[src/sv/mbd_pkg.sv]
package mbd_pkg;

    // Button count and timestamp width of the sample and result items
    localparam int NUM_BUTTONS = 7;
    localparam int TIME_BITS   = 32;
    localparam int DEB_BITS    = 16;

    localparam logic [DEB_BITS-1:0] DEBOUNCE_RESET = DEB_BITS'(5);

    typedef struct packed {
        logic [NUM_BUTTONS-1:0] raw_buttons;
        logic [TIME_BITS-1:0]   now_ms;
    } t_in_item;

    typedef struct packed {
        logic [NUM_BUTTONS-1:0] stable_buttons;
        logic [NUM_BUTTONS-1:0] pressed_mask;
        logic [NUM_BUTTONS-1:0] released_mask;
        logic [TIME_BITS-1:0]   held_ms;
    } t_out_item;

    // Control from the pipeline to the step logic
    typedef struct packed {
        logic                advance;
        logic [DEB_BITS-1:0] debounce_ms;
    } t_step_ctrl;

endpackage

[src/sv/mbd_step.sv]
module mbd_step
    import mbd_pkg::*;
(
    input  logic       i_clk,
    input  logic       i_rst_n,
    input  t_step_ctrl i_ctrl,
    input  t_in_item   i_item,
    output t_out_item  o_result
);

    logic [NUM_BUTTONS-1:0] r_last_raw;
    logic [NUM_BUTTONS-1:0] r_stable;
    logic [TIME_BITS-1:0]   r_change_time;
    logic [TIME_BITS-1:0]   r_press_start;
    logic [TIME_BITS-1:0]   r_press_finish;

    logic [NUM_BUTTONS-1:0] n_stable;
    logic [TIME_BITS-1:0]   n_change_time;
    logic [TIME_BITS-1:0]   n_press_start;
    logic [TIME_BITS-1:0]   n_press_finish;

    logic [NUM_BUTTONS-1:0] raw;
    logic [TIME_BITS-1:0]   now;
    logic [TIME_BITS-1:0]   elapsed;
    logic                   adopt;
    logic [NUM_BUTTONS-1:0] pressed;
    logic [NUM_BUTTONS-1:0] released;

    assign raw = i_item.raw_buttons;
    assign now = i_item.now_ms;

    // Restart the settle timer on any raw change
    assign n_change_time = (raw != r_last_raw) ? now : r_change_time;
    assign elapsed       = now - n_change_time;

    // Adopt the raw mask once settled and different from the stable mask
    assign adopt = (elapsed > TIME_BITS'(i_ctrl.debounce_ms)) && (raw != r_stable);

    assign pressed  = adopt ? (raw & ~r_stable) : '0;
    assign released = adopt ? (r_stable & ~raw) : '0;
    assign n_stable = adopt ? raw : r_stable;

    // Stamp the press on first button down, the finish on last button up
    assign n_press_start  = ((pressed != '0) && (r_stable == '0)) ? now : r_press_start;
    assign n_press_finish = ((released != '0) && (raw == '0)) ? now : r_press_finish;

    // Build the result item
    always_comb begin
        o_result.stable_buttons = n_stable;
        o_result.pressed_mask   = pressed;
        o_result.released_mask  = released;
        if (n_stable != '0) begin
            o_result.held_ms = now - n_press_start;
        end else begin
            o_result.held_ms = n_press_finish - n_press_start;
        end
    end

    // Commit state as the item moves to the result register
    always_ff @(posedge i_clk) begin
        if (!i_rst_n) begin
            r_last_raw     <= '0;
            r_stable       <= '0;
            r_change_time  <= '0;
            r_press_start  <= '0;
            r_press_finish <= '0;
        end else if (i_ctrl.advance) begin
            r_last_raw     <= raw;
            r_stable       <= n_stable;
            r_change_time  <= n_change_time;
            r_press_start  <= n_press_start;
            r_press_finish <= n_press_finish;
        end
    end

endmodule

[src/sv/multi_button_debouncer.sv]
// An accepted item passes through the input register, the step logic and the
// result register. Throughput: one item per cycle while the output is not
// stalled; the result register frees as it is taken.
// Reset (synchronous, active low) clears both stage valids, the debounce
// state and press times, and sets debounce_ms to 5.
module multi_button_debouncer
    import mbd_pkg::*;
(
    input  logic                i_clk,
    input  logic                i_rst_n,
    input  logic                i_in_valid,
    output logic                o_in_ready,
    input  t_in_item            i_in_data,
    output logic                o_out_valid,
    input  logic                i_out_ready,
    output t_out_item           o_out_data,
    input  logic                i_cfg_valid,
    output logic                o_cfg_ready,
    input  logic [DEB_BITS-1:0] i_cfg_data
);

    logic                r_in_valid;
    t_in_item            r_in_item;
    logic                r_out_valid;
    t_out_item           r_out_item;
    logic [DEB_BITS-1:0] r_debounce;

    logic                advance;
    t_step_ctrl          step_ctrl;
    t_out_item           step_result;

    // Move the held item forward when the result register is free or drains
    assign advance     = r_in_valid && (!r_out_valid || i_out_ready);
    assign o_in_ready  = !r_in_valid || advance;
    assign o_cfg_ready = 1'b1;

    assign step_ctrl.advance     = advance;
    assign step_ctrl.debounce_ms = r_debounce;

    mbd_step u_step (
        .i_clk    (i_clk),
        .i_rst_n  (i_rst_n),
        .i_ctrl   (step_ctrl),
        .i_item   (r_in_item),
        .o_result (step_result)
    );

    // Hold the configuration register
    always_ff @(posedge i_clk) begin
        if (!i_rst_n) begin
            r_debounce <= DEBOUNCE_RESET;
        end else if (i_cfg_valid) begin
            r_debounce <= i_cfg_data;
        end
    end

    // Input register
    always_ff @(posedge i_clk) begin
        if (!i_rst_n) begin
            r_in_valid <= 1'b0;
        end else if (o_in_ready) begin
            r_in_valid <= i_in_valid;
        end
    end

    always_ff @(posedge i_clk) begin
        if (o_in_ready && i_in_valid) begin
            r_in_item <= i_in_data;
        end
    end

    // Result register
    always_ff @(posedge i_clk) begin
        if (!i_rst_n) begin
            r_out_valid <= 1'b0;
        end else if (advance) begin
            r_out_valid <= 1'b1;
        end else if (i_out_ready) begin
            r_out_valid <= 1'b0;
        end
    end

    always_ff @(posedge i_clk) begin
        if (advance) begin
            r_out_item <= step_result;
        end
    end

    assign o_out_valid = r_out_valid;
    assign o_out_data  = r_out_item;

    // An empty input stage always takes an item
    a_ready_when_empty: assert property (@(posedge i_clk) disable iff (!i_rst_n)
        !r_in_valid |-> o_in_ready)
        else $error("input stage empty but not ready");

    // A stalled result blocks the held item
    a_no_overwrite: assert property (@(posedge i_clk) disable iff (!i_rst_n)
        (r_out_valid && !i_out_ready) |-> !advance)
        else $error("result overwritten while stalled");

    // Press and release events never share a bit
    a_events_disjoint: assert property (@(posedge i_clk) disable iff (!i_rst_n)
        o_out_valid |-> ((o_out_data.pressed_mask & o_out_data.released_mask) == '0))
        else $error("pressed and released overlap");

    // Pressed bits are in the stable mask, released bits are not
    a_events_match_stable: assert property (@(posedge i_clk) disable iff (!i_rst_n)
        o_out_valid |->
            (((o_out_data.pressed_mask & ~o_out_data.stable_buttons) == '0) &&
             ((o_out_data.released_mask & o_out_data.stable_buttons) == '0)))
        else $error("event mask disagrees with stable mask");

endmodule
[config.mk]
export PLATFORM = sky130hd
export DESIGN_NAME = multi_button_debouncer
export DESIGN_NICKNAME = d
export VERILOG_FILES = /design/src/sv/mbd_pkg.sv /design/src/sv/mbd_step.sv /design/src/sv/multi_button_debouncer.sv
export SDC_FILE = /design/constraint.sdc
export NUM_CORES = 1
export LEC_CHECK = 0
export BUFFER_PORTS_ARGS = -buffer_cell sky130_fd_sc_hd__buf_2
export CAP_MARGIN = 40
export CORE_ASPECT_RATIO = 1.25
export CORE_MARGIN = 3
export CORE_UTILIZATION = 40
export DETAILED_ROUTE_END_ITERATION = 8
export PLACE_DENSITY = 0.68
export SLEW_MARGIN = 15
export SYNTH_ARGS = -nofsm -noshare
export SYNTH_HDL_FRONTEND = slang
export SYNTH_SLANG_ARGS = --single-unit
[constraint.sdc]
create_clock -name i_clk -period 18.8 [get_ports i_clk]
set_input_delay 1.88 -clock i_clk [delete_from_list [all_inputs] [get_ports i_clk]]
set_output_delay 1.88 -clock i_clk [all_outputs]
set_load 0.05 [all_outputs]
==> metrics.md <==
| Metric | Value |
|---|---|
| Status | `complete, no violations` |
| Initial Util | `0.411` |
| Rows | `71` |
| Total GRT Usage | `0.185` |
| Period utilisation layout | `0.598` |
| WHS | `0.450 ns` |
| Flop2flop setup slack | `between 7 and 8 ns` |
| Drt via density | `roughly 5.4` |
| Clk slew on worst S/H paths | `~0.06 ns` |
| CTS root buf | `clkbuf_16` |
| DP Worst Slack | `around 7.8 ns` |
| Leakage power | `roughly 0.0058 uW` |
| Slowest stage delay, CP | `about 0.73 ns` |
| WHS Endpoint | `u_step.r_press_finish[12]$_SDFFE_PN0P_` |
| Post-synth top flop | `dfxtp_1` |
| Avg Synthesized Cell Area | `between 9 and 10 sq um` |
| Die height | `204 um` |
| Residual antenna-violating net count after detailed routing | `0` |
| Post-synth EDFFs | `92` |
| Yosys cell types | `78` |
| Worst Tran Pin Value | `0.747 ns` |
| Max Slew Vio Count | `0` |
| Sequential area share after synthesis | `0.423` |
| FF+latch count, synth | `between 200 and 250` |
| Mapped Cells | `roughly 1400` |
| Chip width | `around 160 um` |
| Worst Setup Slack, final | `7.56 ns` |
| Critical path capture point type | `register` |
| Hold/Removal Path Class | `register to register` |
| Hold Vio Cnt, Final | `0` |
| CTS tree | `built` |
| Final Skew | `0.0292 ns` |
| Core Region | `just over 30000 sq um` |
| Vias after detailed routing | `between 10000 and 15000` |
| Power Density | `roughly 94 nW/um^2` |
| CP Launch Type | `register` |
| Initial antenna violation count | `0` |
| Final core utilization | `0.469` |
| Ports | `between 100 and 150` |
| 1st-iter DRT viols | `a little over 500` |
| Worst relative slew slack | `0.489` |
| Wire length per cell | `16.7 um` |
| H-tree depth | `1` |
| Synth-to-Final Area Change | `14.1%` |
| # setup viols final | `0` |
| Critical path peak fanout | `33` |
| Max VDD drop | `~0.063 mV` |
| Worst Path Arrival | `approximately 12 ns` |
| Reg-to-reg critical path startpoint | `r_in_item[35]$_DFFE_PP_` |
| DIE AREA | `33600 sq um` |
| Placer Congestion | `approximately 0.90` |
| Hold Crit Depth | `2` |
| Post-Syn Area | `12600 sq um` |
| Clock sink count | `220` |
| Clock buffer depth | `3` |
| Post-CTS Hold Buffers | `0` |
| Yosys warns | `0` |
| R2R cell count | `40` |
| Max Clk Rate | `about 90 MHz` |
| Hold Startpoint | `u_step.r_press_finish[12]$_SDFFE_PN0P_` |
| Global-route wire length before repair | `a little over 50000 um` |
| Maxcap violations | `0` |
| First-pass DRT Iterations | `5` |
| Ant. Diodes | `0` |
| Ys async rst share | `0` |
| GRT Residual Overflow | `0` |
| Post-CTS sizing | `0` |
| Post-Route Setup TNS | `0 ns` |
| Number of global-route vias before repair | `just over 10000` |
| Clk_lat worst skew | `0.55 ns` |
| Crit path top cell by count | `nand4_1` |
| Worst endpoint required time | `~19 ns` |
| Largest net degree at the start of global routing | `between 70 and 80` |
| Drt drc | `0` |
| Final WL | `roughly 31000 um` |
| Layout cells sized above 1 | `0.153` |
| WS Path Type | `register to register` |
| Detailed Place HPWL | `roughly 23000 um` |
| RSZ-0062 raised after global routing | `false` |
| Final nets | `1598` |
| Slowest CP cell | `a2111oi_0` |
| Postcts setup bufs | `0` |
| R2R Path End | `o_out_data[31]$_DFFE_PP_` |
| IO buf count | `114` |
| Syn nets | `1516` |
| CTS Buf Count | `25` |
| Crit path time final | `11.24 ns` |
-- area by class of cell --
class	count	area, sq um
Clock buffer	39	748
Clock inverter	7	85.1
Fill cell	2989	16200
Inverter	57	216
Multi-Input combinational cell	1025	6760
Sequential cell	220	5330
Tap cell	401	502
Timing Repair Buffer	126	711
-- logic make-up (layout without fill, tap and decap cells) --
group                    Yosys count  after routing  synth area share
AND/OR/NAND/NOR                  441            441             0.161
AO/OA/AOI/OAI                    343            343             0.168
flip-flops                       220            220             0.423
buffers and inverters            128            229            0.0406
multiplexers                      99             99            0.0822
adder cells (fa/ha/maj)           84             84            0.0841
XOR/XNOR                          57             57            0.0403
other                              1              1          0.000298
-- flip-flops by register name, summed over array words and instances, names as in the netlist, 7 cells and up --
name,count
u_step.r_last_raw,7
r_debounce,16
o_out_data,53
u_step.r_stable,7
u_step.r_change_time,32
u_step.r_press_start,32
u_step.r_press_finish,32
r_in_item,39
-- power breakdown --
part	switching (uW)	leakage, uW	internal (uW)
Combinational	192	0.00348	114
Clock	199	0.000407	289
Sequential	19.9	0.00192	534
Total	410	0.00581	936
-- per-layer routing --
| layer | vias to the layer above | routed length, um | track usage |
|---|---|---|---|
| met3 | 52 | 1020 | 0.0205 |
| met2 | 162 | 16200 | 0.343 |
| met1 | 4797 | 13400 | 0.223 |
| met4 | 0 | 771 | 0.0518 |
| li1 | 5082 | - | - |
| met5 | - | 0 | 0 |
-- cells in the final DEF, fill, tap and decap left out, types with 55 or more instances in the layout --
cell / netlist / routed
dfxtp_1: 128 / 128
o21ai_0: 83 / 83
mux2i_1: 68 / 68
nand2_1: 195 / 195
a21oi_1: 131 / 131
buf_2: 15 / 114
edfxtp_1: 92 / 92
ha_1: 82 / 82
inv_1: 56 / 55
nor2_1: 98 / 96
-- per-stage QoR --
stage          power, uW  std cells  area (sq um)
2_1_floorplan        792       1373         12600
3_3_place_gp         863       1824         13400
3_5_place_dp         867       1827         13500
4_1_cts             1360       1873         14300
5_1_grt             1420       1875         14300
6_report            1350       1875         14300
-- worst max-delay path by stage --
stage,from,endpoint,slack (ns),depth (start not counted)
floorplan,r_in_item[38]$_DFFE_PP_,o_out_data[31]$_DFFE_PP_,9.87,42
global placement,r_in_item[38]$_DFFE_PP_,o_out_data[31]$_DFFE_PP_,8.06,40
detailed placement,r_in_item[35]$_DFFE_PP_,o_out_data[31]$_DFFE_PP_,7.81,40
CTS,r_in_item[35]$_DFFE_PP_,o_out_data[31]$_DFFE_PP_,7.70,40
global route,r_in_item[35]$_DFFE_PP_,o_out_data[31]$_DFFE_PP_,6.45,40
finish,r_in_item[35]$_DFFE_PP_,o_out_data[31]$_DFFE_PP_,7.56,40
-- worst max-delay path: cells and delay by family, from the launching register on --
family          cells  cell delay (ns)
simple gates       15             3.44
mux                 2             0.94
flops               1             0.45
xor+xnor            3             0.51
compound gates     17             4.66
fa+ha+maj           3             0.89
-- cells in the mapped netlist (12+ instances only) --
| master | n | area (sq um) |
|---|---|---|
| xnor2_1 | 36 | 315 |
| a31oi_1 | 12 | 75.1 |
| nand4_1 | 16 | 100 |
| a21oi_1 | 131 | 656 |
| and3_1 | 16 | 100 |
| a21o_1 | 19 | 143 |
| ha_1 | 82 | 1030 |
| clkbuf_1 | 50 | 188 |
| a211oi_1 | 30 | 225 |
| nor2b_1 | 26 | 163 |
| dfxtp_1 | 128 | 2560 |
| nand2b_1 | 17 | 106 |
| o21ai_0 | 83 | 415 |
| inv_1 | 56 | 210 |
| mux2i_1 | 68 | 681 |
| edfxtp_1 | 92 | 2760 |
| nor2_1 | 98 | 368 |
| nor3_1 | 14 | 70.1 |
| xor2_1 | 20 | 175 |
| nand3_1 | 21 | 105 |
| mux2_2 | 30 | 338 |
| nand2_1 | 195 | 732 |
| buf_2 | 15 | 75.1 |
Note: power is estimated with default switching activity, not from simulation.
